**src/hw/rtl/graph_dfs_bfs_order_assert.svh**
```systemverilog
// assertion helpers for the traversal block
`ifndef GRAPH_DFS_BFS_ORDER_ASSERT_SVH
`define GRAPH_DFS_BFS_ORDER_ASSERT_SVH

// consequent checked in the same cycle
`define GDBO_ASSERT_SAME(lbl, ante, cons, msg) \
  lbl: assert property (@(posedge clk) disable iff (!rst_n) (ante) |-> (cons)) \
    else $error(msg);

// consequent checked in the next cycle
`define GDBO_ASSERT_NEXT(lbl, ante, cons, msg) \
  lbl: assert property (@(posedge clk) disable iff (!rst_n) (ante) |=> (cons)) \
    else $error(msg);

`endif

```
**src/hw/rtl/gdbo_pkg.sv**
```systemverilog
`default_nettype none
package gdbo_pkg;

  localparam int NODE_W        = 6;
  localparam int ACT_W         = 2;
  localparam int MAX_NODES_DEF = 32;

  localparam logic [ACT_W-1:0] ACT_ADD   = 2'd0;
  localparam logic [ACT_W-1:0] ACT_RUN   = 2'd1;
  localparam logic [ACT_W-1:0] ACT_CLEAR = 2'd2;

  localparam logic KIND_DEPTH   = 1'b0;
  localparam logic KIND_BREADTH = 1'b1;

  typedef struct packed {
    logic add;
    logic clear;
  } adj_cmd_t;

endpackage
`default_nettype wire

```
**src/hw/rtl/gdbo_ffs.sv**
```systemverilog
`default_nettype none
module gdbo_ffs
  import gdbo_pkg::*;
#(
  parameter int MAX_NODES = MAX_NODES_DEF
) (
  input  wire logic [MAX_NODES-1:0]         vec,
  output logic                              hit,
  output logic [$clog2(MAX_NODES)-1:0]      idx
);

  localparam int IDX_W = $clog2(MAX_NODES);
  localparam int GRP   = 8;
  localparam int NGRP  = (MAX_NODES + GRP - 1) / GRP;
  localparam int PAD_W = NGRP * GRP;
  localparam int PIW   = $clog2(PAD_W);

  logic [PAD_W-1:0] pad;
  logic [NGRP-1:0]  grp_hit;
  logic [2:0]       grp_low [NGRP];
  logic [PIW-1:0]   idx_full;

  always_comb begin
    pad = '0;
    pad[MAX_NODES-1:0] = vec;
  end

  // lowest set bit inside each byte, groups are independent
  always_comb begin
    for (int g = 0; g < NGRP; g++) begin
      grp_hit[g] = |pad[g*GRP +: GRP];
      grp_low[g] = 3'd0;
      for (int b = GRP - 1; b >= 0; b--) begin
        if (pad[g*GRP + b]) grp_low[g] = 3'(b);
      end
    end
  end

  // then the lowest byte that has a bit
  always_comb begin
    idx_full = '0;
    for (int g = NGRP - 1; g >= 0; g--) begin
      if (grp_hit[g]) idx_full = PIW'(g * GRP) | PIW'(grp_low[g]);
    end
  end

  assign hit = |grp_hit;
  assign idx = IDX_W'(idx_full);

endmodule
`default_nettype wire

```
**src/hw/rtl/gdbo_adj.sv**
```systemverilog
`default_nettype none
module gdbo_adj
  import gdbo_pkg::*;
#(
  parameter int MAX_NODES = MAX_NODES_DEF
) (
  input  wire logic                          clk,
  input  wire logic                          rst_n,
  input  wire adj_cmd_t                      cmd,
  input  wire logic [$clog2(MAX_NODES)-1:0]  a_idx,
  input  wire logic [$clog2(MAX_NODES)-1:0]  b_idx,
  input  wire logic [$clog2(MAX_NODES)-1:0]  rd_idx,
  output logic      [MAX_NODES-1:0]          rd_row
);

  logic [MAX_NODES-1:0] adj_r [MAX_NODES];

  always_ff @(posedge clk) begin
    if (!rst_n || cmd.clear) begin
      for (int i = 0; i < MAX_NODES; i++) adj_r[i] <= '0;
    end else if (cmd.add) begin
      // undirected: both rows get the bit
      adj_r[a_idx][b_idx] <= 1'b1;
      adj_r[b_idx][a_idx] <= 1'b1;
    end
  end

  assign rd_row = adj_r[rd_idx];

endmodule
`default_nettype wire

```
**src/hw/rtl/graph_dfs_bfs_order.sv**
```systemverilog
`default_nettype none
// Depth-first then breadth-first visit order of an undirected graph on nodes
// 1..MAX_NODES. Busy never rises for add-edge and clear commands. A run from
// a start node reaching V nodes raises busy while it does each push after the
// start node and each pop of the depth-first stack, then each enqueue and each
// expansion of the breadth-first queue, each step spending one pass of the
// single shared find-first-unvisited-neighbor unit. The run emits 2*V beats
// on out_valid, at most one per cycle, depth-first beats first; out_last
// marks the final breadth-first beat. There is no backpressure: every beat
// must be taken in the cycle it is shown. Runs and adds with a node of 0 or
// above MAX_NODES, and the unused action code, do nothing.
module graph_dfs_bfs_order
  import gdbo_pkg::*;
#(
  parameter int MAX_NODES = MAX_NODES_DEF
) (
  input  wire logic              clk,
  input  wire logic              rst_n,
  input  wire logic              start,
  output logic                   busy,
  input  wire logic [ACT_W-1:0]  in_action,
  input  wire logic [NODE_W-1:0] in_node_a,
  input  wire logic [NODE_W-1:0] in_node_b,
  output logic                   out_valid,
  output logic [NODE_W-1:0]      out_visited_node,
  output logic                   out_order_kind,
  output logic                   out_last
);

`include "graph_dfs_bfs_order_assert.svh"

  localparam int IDX_W = $clog2(MAX_NODES);
  localparam int CNT_W = $clog2(MAX_NODES + 1);

  localparam logic [1:0] ST_IDLE = 2'd0;
  localparam logic [1:0] ST_DFS  = 2'd1;
  localparam logic [1:0] ST_BFS  = 2'd2;

  logic [1:0]           state_r, state_nxt;
  logic [MAX_NODES-1:0] vis_r, vis_nxt;
  logic [CNT_W-1:0]     sp_r, sp_nxt;
  logic [CNT_W-1:0]     head_r, head_nxt;
  logic [CNT_W-1:0]     tail_r, tail_nxt;
  logic [IDX_W-1:0]     cur_r, cur_nxt;
  logic [IDX_W-1:0]     start_r, start_nxt;
  logic                 out_valid_r, out_valid_nxt;
  logic [NODE_W-1:0]    out_node_r, out_node_nxt;
  logic                 out_kind_r, out_kind_nxt;
  logic                 out_last_r, out_last_nxt;

  logic [IDX_W-1:0]     stack_r [MAX_NODES];
  logic [IDX_W-1:0]     queue_r [MAX_NODES];
  logic                 stk_we, q_we;
  logic [IDX_W-1:0]     stk_waddr, stk_wdata, q_waddr, q_wdata;

  logic                 accept;
  logic                 a_ok, b_ok;
  logic [IDX_W-1:0]     a_idx, b_idx;
  logic [CNT_W-1:0]     sp_m1;
  logic [IDX_W-1:0]     top_idx, row_idx, q_head;
  logic [MAX_NODES-1:0] adj_row, scan_vec, hit_bit;
  logic                 hit;
  logic [IDX_W-1:0]     hit_idx;
  adj_cmd_t             adj_cmd;

  assign busy   = (state_r != ST_IDLE);
  assign accept = start && !busy;

  assign a_ok  = (in_node_a != '0) && (32'(in_node_a) <= MAX_NODES);
  assign b_ok  = (in_node_b != '0) && (32'(in_node_b) <= MAX_NODES);
  assign a_idx = IDX_W'(in_node_a - NODE_W'(1));
  assign b_idx = IDX_W'(in_node_b - NODE_W'(1));

  assign sp_m1   = sp_r - CNT_W'(1);
  assign top_idx = stack_r[sp_m1[IDX_W-1:0]];
  assign q_head  = queue_r[head_r[IDX_W-1:0]];
  assign row_idx = (state_r == ST_DFS) ? top_idx : cur_r;

  gdbo_adj #(.MAX_NODES(MAX_NODES)) u_adj (
    .clk    (clk),
    .rst_n  (rst_n),
    .cmd    (adj_cmd),
    .a_idx  (a_idx),
    .b_idx  (b_idx),
    .rd_idx (row_idx),
    .rd_row (adj_row)
  );

  // smallest unvisited neighbor of the node being expanded
  assign scan_vec = adj_row & ~vis_r;

  gdbo_ffs #(.MAX_NODES(MAX_NODES)) u_ffs (
    .vec (scan_vec),
    .hit (hit),
    .idx (hit_idx)
  );

  assign hit_bit = MAX_NODES'(1) << hit_idx;

  always_comb begin
    state_nxt     = state_r;
    vis_nxt       = vis_r;
    sp_nxt        = sp_r;
    head_nxt      = head_r;
    tail_nxt      = tail_r;
    cur_nxt       = cur_r;
    start_nxt     = start_r;
    out_valid_nxt = 1'b0;
    out_node_nxt  = out_node_r;
    out_kind_nxt  = out_kind_r;
    out_last_nxt  = 1'b0;
    adj_cmd       = '0;
    stk_we        = 1'b0;
    stk_waddr     = sp_r[IDX_W-1:0];
    stk_wdata     = hit_idx;
    q_we          = 1'b0;
    q_waddr       = tail_r[IDX_W-1:0];
    q_wdata       = hit_idx;

    unique case (state_r)
      ST_IDLE: begin
        if (accept) begin
          unique case (in_action)
            ACT_ADD:   adj_cmd.add = a_ok && b_ok;
            ACT_CLEAR: adj_cmd.clear = 1'b1;
            ACT_RUN: begin
              if (a_ok) begin
                start_nxt     = a_idx;
                vis_nxt       = MAX_NODES'(1) << a_idx;
                stk_we        = 1'b1;
                stk_waddr     = '0;
                stk_wdata     = a_idx;
                sp_nxt        = CNT_W'(1);
                out_valid_nxt = 1'b1;
                out_node_nxt  = NODE_W'(a_idx) + NODE_W'(1);
                out_kind_nxt  = KIND_DEPTH;
                state_nxt     = ST_DFS;
              end
            end
            default: ;
          endcase
        end
      end
      ST_DFS: begin
        if (hit) begin
          vis_nxt       = vis_r | hit_bit;
          stk_we        = 1'b1;
          sp_nxt        = sp_r + CNT_W'(1);
          out_valid_nxt = 1'b1;
          out_node_nxt  = NODE_W'(hit_idx) + NODE_W'(1);
          out_kind_nxt  = KIND_DEPTH;
        end else begin
          sp_nxt = sp_m1;
          if (sp_r == CNT_W'(1)) begin
            // stack empties: start breadth-first with the start node in hand
            vis_nxt   = MAX_NODES'(1) << start_r;
            cur_nxt   = start_r;
            head_nxt  = '0;
            tail_nxt  = '0;
            state_nxt = ST_BFS;
          end
        end
      end
      ST_BFS: begin
        if (hit) begin
          vis_nxt  = vis_r | hit_bit;
          q_we     = 1'b1;
          tail_nxt = tail_r + CNT_W'(1);
        end else begin
          // node fully expanded, so it is known whether it is the final one
          out_valid_nxt = 1'b1;
          out_node_nxt  = NODE_W'(cur_r) + NODE_W'(1);
          out_kind_nxt  = KIND_BREADTH;
          out_last_nxt  = (head_r == tail_r);
          if (head_r == tail_r) begin
            state_nxt = ST_IDLE;
          end else begin
            cur_nxt  = q_head;
            head_nxt = head_r + CNT_W'(1);
          end
        end
      end
      default: state_nxt = ST_IDLE;
    endcase
  end

  always_ff @(posedge clk) begin
    if (!rst_n) begin
      state_r     <= ST_IDLE;
      vis_r       <= '0;
      sp_r        <= '0;
      head_r      <= '0;
      tail_r      <= '0;
      cur_r       <= '0;
      start_r     <= '0;
      out_valid_r <= 1'b0;
      out_last_r  <= 1'b0;
    end else begin
      state_r     <= state_nxt;
      vis_r       <= vis_nxt;
      sp_r        <= sp_nxt;
      head_r      <= head_nxt;
      tail_r      <= tail_nxt;
      cur_r       <= cur_nxt;
      start_r     <= start_nxt;
      out_valid_r <= out_valid_nxt;
      out_last_r  <= out_last_nxt;
    end
  end

  always_ff @(posedge clk) begin
    out_node_r <= out_node_nxt;
    out_kind_r <= out_kind_nxt;
  end

  always_ff @(posedge clk) begin
    if (stk_we) stack_r[stk_waddr] <= stk_wdata;
  end

  always_ff @(posedge clk) begin
    if (q_we) queue_r[q_waddr] <= q_wdata;
  end

  assign out_valid        = out_valid_r;
  assign out_visited_node = out_node_r;
  assign out_order_kind   = out_kind_r;
  assign out_last         = out_last_r;

  `GDBO_ASSERT_SAME(a_last_is_breadth, out_last, out_valid && (out_order_kind == KIND_BREADTH), "last beat not a breadth-first beat")
  `GDBO_ASSERT_SAME(a_last_ends_run, out_last, !busy, "still busy after last beat")
  `GDBO_ASSERT_SAME(a_dfs_stack_nonempty, state_r == ST_DFS, sp_r != '0, "depth-first walk with empty stack")
  `GDBO_ASSERT_SAME(a_queue_order, state_r == ST_BFS, tail_r >= head_r, "queue head passed tail")
  `GDBO_ASSERT_NEXT(a_run_emits_start, accept && (in_action == ACT_RUN) && a_ok, out_valid && (out_order_kind == KIND_DEPTH) && busy, "run did not emit start node")

endmodule
`default_nettype wire
```
**config.mk**
```make
export PLATFORM = sky130hd
export DESIGN_NAME = graph_dfs_bfs_order
export DESIGN_NICKNAME = d
export VERILOG_FILES = /design/src/hw/rtl/gdbo_pkg.sv /design/src/hw/rtl/gdbo_ffs.sv /design/src/hw/rtl/gdbo_adj.sv /design/src/hw/rtl/graph_dfs_bfs_order.sv
export VERILOG_INCLUDE_DIRS = /design/src /design/src/hw/rtl
export SDC_FILE = /design/constraint.sdc
export NUM_CORES = 2
export LEC_CHECK = 0
export ABC_AREA = 1
export BUFFER_PORTS_ARGS = -buffer_cell sky130_fd_sc_hd__clkbuf_2
export CORE_ASPECT_RATIO = 1.75
export CORE_UTILIZATION = 35
export DETAILED_ROUTE_END_ITERATION = 8
export PLACE_DENSITY = 0.58
export SLEW_MARGIN = 20
export SYNTH_ARGS = -nofsm -noshare
export SYNTH_HDL_FRONTEND = slang
export SYNTH_HIERARCHICAL = 1
export SYNTH_SLANG_ARGS = --single-unit
```
**constraint.sdc**
```tcl
create_clock -name clk -period 10.35 [get_ports clk]
set_input_delay 3.105 -clock clk [delete_from_list [all_inputs] [get_ports clk]]
set_output_delay 3.105 -clock clk [all_outputs]
set_load 0.02 [all_outputs]
```
==> results by group <==
Status
  • Status: finished clean

Worst setup path
  • Critical setup path kind: reg -> reg
  • Cells on worst reg2reg path: just over 40
  • Critical Path Start Type: register
  • Crit-path most repeated cell: sky130_fd_sc_hd__nand2_1
  • Worst reg2reg startpoint: sp_r[1]
  • Worst path max stage delay: 0.87 ns
  • Data arrival, critical path: 9.30 ns
  • Top cell family by delay on the critical path: simple AND/OR/NAND/NOR gates
  • Slack of the worst reg-to-reg path: 1.61 ns
  • Maximum net fanout on the critical path: around 120
  • CP Data Required Time: approximately 11 ns
  • Buffers and inverters on the worst path: 11
  • Slowest cell on the critical path: sky130_fd_sc_hd__inv_8
  • Crit path capture type: register
  • Reg-to-reg critical path endpoint: out_visited_node[4]

Global routing
  • Number of global-route vias before repair: between 50000 and 60000
  • Number of antenna violations at the first check in global routing: 9
  • Overall fraction of global-route tracks in use: a little over a quarter
  • Global-route wire length before repair: around 370 mm
  • Maximum number of pins on one net before global-route repair: 215
  • Residual overflow from global routing: 0

CTS
  • Sink Count: 1420
  • Number of buffers added by the clock tree synthesis step: between 100 and 150
  • Clock input transition at the sequential cells of the worst setup and hold paths: 0.07 ns
  • Clock H-tree levels: 4
  • Postcts setup bufs: 0
  • Post-cts resize count: 0
  • Bufs on Longest Clock Path: 4
  • Clock insertion delay at the later pin of the skew report: ~0.81 ns
  • Root Driver: sky130_fd_sc_hd__clkbuf_16
  • TritonCTS clock tree: done
  • Quantity of hold-fixing buffers added after cts: 0

Min path
  • Kind of path behind the tightest hold check: reg -> reg
  • Hold Path Depth: 2
  • Endpoint of the worst hold-timing path: u_adj/adj_r[0][1]
  • Worst Min Path Start: u_adj/adj_r[0][1]

Drt
  • Average vias per placed instance: roughly 5.3
  • Total iterations of the first detailed-routing run: 6
  • Detailed Route Iter0 Violations: roughly 5600
  • DRC errors left: 0
  • Detail-routed net length per standard cell: 21.8 µm
  • Post-detailed-routing wire length: around 250 mm
  • Overall via count from detail_route: 60720
  • Antenna-violating nets left: 0

Yosys
  • XOR/XNOR Fraction of Synth Area: 0.228%
  • Register bit count reported by yosys: 1420
  • Warning count from the yosys run: 6
  • Largest family of logic cells by synthesized area: simple AND/OR/NAND/NOR gates
  • Mux contribution to synthesized area: 0%
  • Area share of and/or/nand/nor cells after synthesis: a little over a third
  • Synth Area in Adders: less than 1%
  • Cell count after synthesis: about 9300
  • Mean post-synth cell area: roughly 7 µm²
  • Synthesized Nets: 9331
  • Fraction of synthesis flops using an asynchronous set or reset pin: 0%
  • Seq/Total Area, Yosys: between 40 and 50%
  • Distinct cell type count of the synthesized netlist: between 40 and 50
  • Number of enable-type register cells in the synthesized netlist: ~330
  • Post-synth design cell area: 64900 µm²
  • Compound-Gate Fraction of Synth Area: about 7.5%
  • Primary flip-flop cell chosen by synthesis mapping: sky130_fd_sc_hd__dfxtp_1

Finish
  • Ratio of cells with drive above 1 in the final layout: under 10%
  • Fin nets: approximately 9000
  • Non-filler instance count after layout: 11500
  • Synthesis-to-finish area growth: 9.87%

Timing
  • Tcrit/Tclk final: about 84%
  • Hold violation count in the final report: 0
  • Number of setup violations in the final report: 0
  • Worst clock skew: about 0.079 ns
  • Final max-slew violation count: 0
  • Total negative slack: 0 ns
  • Relative max-transition margin: between 10% and 20%
  • Transition time of the tightest slew-check pin: 1.23 ns
  • RSZ-0062 raised after global routing: false
  • Maximum clock frequency: 114 MHz
  • Final critical path time including I/O delays and setup: slightly below 9 ns

Floorplanning
  • Number of top-level design ports: 27
  • X dimension of the die: ~330 µm
  • Rows: ~210
  • Chip Height: 571 µm
  • Area of the core: between 150000 and 200000 µm²
  • Floorplan die area: approximately 190000 µm²
  • Starting density of the core: a little over a third

Pwr
  • Static leakage: a little over 30 nW
  • Seq pwr share: between 40% and 50%
  • Switching share of power: 28.6%
  • Cell internal power dissipation: roughly 9.2 mW
  • Clock network fraction of total power: between 30% and 40%
  • NetSw: 3.70 mW
  • Peak ir drop on the vdd network: about 170 µV
  • Power per unit of standard cell area: 181 nW/µm²
  • Part of the total power dissipated in combinational logic: between 10% and 20%

Placed design
  • Placed cells: between 10000 and 15000
  • Post-DP HPWL: approximately 160 mm
  • Final GP Congestion: just under 1
  • Count of port buffers added during placement: 26

Flow run
  • Max capacitance violation total: 0
## worst max-delay path by stage
stage | start | to | slack [ns] | depth (start not counted)
final | sp_r[1] | out_visited_node[4] | 1.61 | 41
after global routing | sp_r[1] | out_visited_node[4] | 1.22 | 41
after CTS | sp_r[1] | out_visited_node[4] | 1.49 | 39
after detailed placement | sp_r[1] | out_visited_node[4] | 1.53 | 39
after global placement | sp_r[1] | out_visited_node[4] | 1.50 | 39
after floorplan | sp_r[0] | stack_r[0][4] | 2.77 | 37
## logic make-up (layout without fill, tap and decap cells)
family | after synthesis | count (layout)
xor+xnor | 16 | 16
compound gates | 866 | 866
fa+ha+maj | 19 | 19
simple gates | 5633 | 5633
buf+inv | 1341 | 1128
flops | 1420 | 1420
other cells | 0 | 3
## Yosys cell counts (38+ instances only)
cell type | number | area share (%)
sky130_fd_sc_hd__nand2_1 | 4154 | 24
sky130_fd_sc_hd__dfxtp_1 | 1093 | 34
sky130_fd_sc_hd__nand3_1 | 1001 | 7.7
sky130_fd_sc_hd__inv_1 | 693 | 4.0
sky130_fd_sc_hd__clkbuf_1 | 468 | 2.7
sky130_fd_sc_hd__nor2_1 | 396 | 2.3
sky130_fd_sc_hd__o21ai_0 | 394 | 3.0
sky130_fd_sc_hd__edfxtp_1 | 327 | 15
sky130_fd_sc_hd__o22ai_1 | 233 | 2.2
sky130_fd_sc_hd__o211ai_1 | 86 | 1.0
sky130_fd_sc_hd__a21oi_1 | 74 | 0.57
sky130_fd_sc_hd__buf_2 | 72 | 0.56
sky130_fd_sc_hd__o21ai_1 | 66 | 0.51
sky130_fd_sc_hd__buf_1 | 40 | 0.23
sky130_fd_sc_hd__inv_2 | 38 | 0.22
## flip-flops by register name (all words and copies together) (netlist names), named ones only
register          cells
head_r                6
out_order_kind        1
out_last              1
out_visited_node      6
state_r               2
u_adj/adj_r        1024
out_valid             1
queue_r             160
cur_r                 5
stack_r             160
tail_r                6
sp_r                  6
vis_r                32
start_r               5
## power groups by stage
stage,clock [mW],combinational [mW],sequential [mW]
finish,5.14,1.73,6.05
global route,5.42,1.83,6.05
CTS,5.22,1.71,6.05
detailed placement,0,1.71,6.17
global placement,0,1.69,6.17
floorplan,0,0.966,6.17
## tightest hold or removal path: stages, from the launching register on
cell and delay (ns):
sky130_fd_sc_hd__dfxtp_1 0.31, sky130_fd_sc_hd__nand2_1 0.06, sky130_fd_sc_hd__nand2_1 0.04
## cells in the final DEF (no fill, tap or decap), drive strengths merged
| cell | count |
|---|---|
| o2111a | 1 |
| nand3 | 1007 |
| buf | 120 |
| edfxtp | 327 |
| nor2 | 420 |
| o31ai | 3 |
| bufinv | 7 |
| o21ai | 461 |
| clkbuf | 222 |
| a21oi | 76 |
| o211ai | 86 |
| a22o | 2 |
| inv | 733 |
| o21bai | 1 |
| diode | 3 |
| o311ai | 1 |
| or2 | 2 |
| nand4 | 16 |
| clkinv | 41 |
| nor4 | 1 |
| ha | 19 |
| o22ai | 233 |
| a22oi | 1 |
| nand2 | 4160 |
| dfxtp | 1093 |
| clkinvlp | 5 |
| xor2 | 13 |
| a211oi | 1 |
| nor3 | 26 |
| xnor2 | 3 |
| nand3b | 1 |
## per-layer routing
metal  global-route usage, %  vias up  wire length (µm)
li1                        -    28772                 -
met1                    27.9    28616             89300
met2                    45.5     2423            122000
met3                    3.18      895             15000
met4                    21.7       14             24100
met5                       0        -                67
## layout make-up
type | count | area, µm²
Antenna cell | 3 | 7.51
Inverter | 742 | 2800
Clock buffer | 196 | 4010
Clock inverter | 44 | 439
Sequential cell | 1420 | 31700
Fill cell | 19460 | 112000
Timing Repair Buffer | 146 | 1170
Multi-Input combinational cell | 6534 | 28100
Tap cell | 2415 | 3020
## through the flow
stage                     total power, mW  hold slack, ns  worst slack (ns)  area [µm²]  utilization [%]
after floorplan                      7.14           0.426              2.77       64900                -
after global placement               7.86           0.436              1.50       66800             36.4
after detailed placement             7.88           0.439              1.53       66800             36.4
after CTS                            13.0           0.453              1.49       71200             38.8
after global routing                 13.3           0.460              1.22       71300             38.8
final                                12.9           0.450              1.61       71300             38.8
Power figures use the tool's default switching activity.
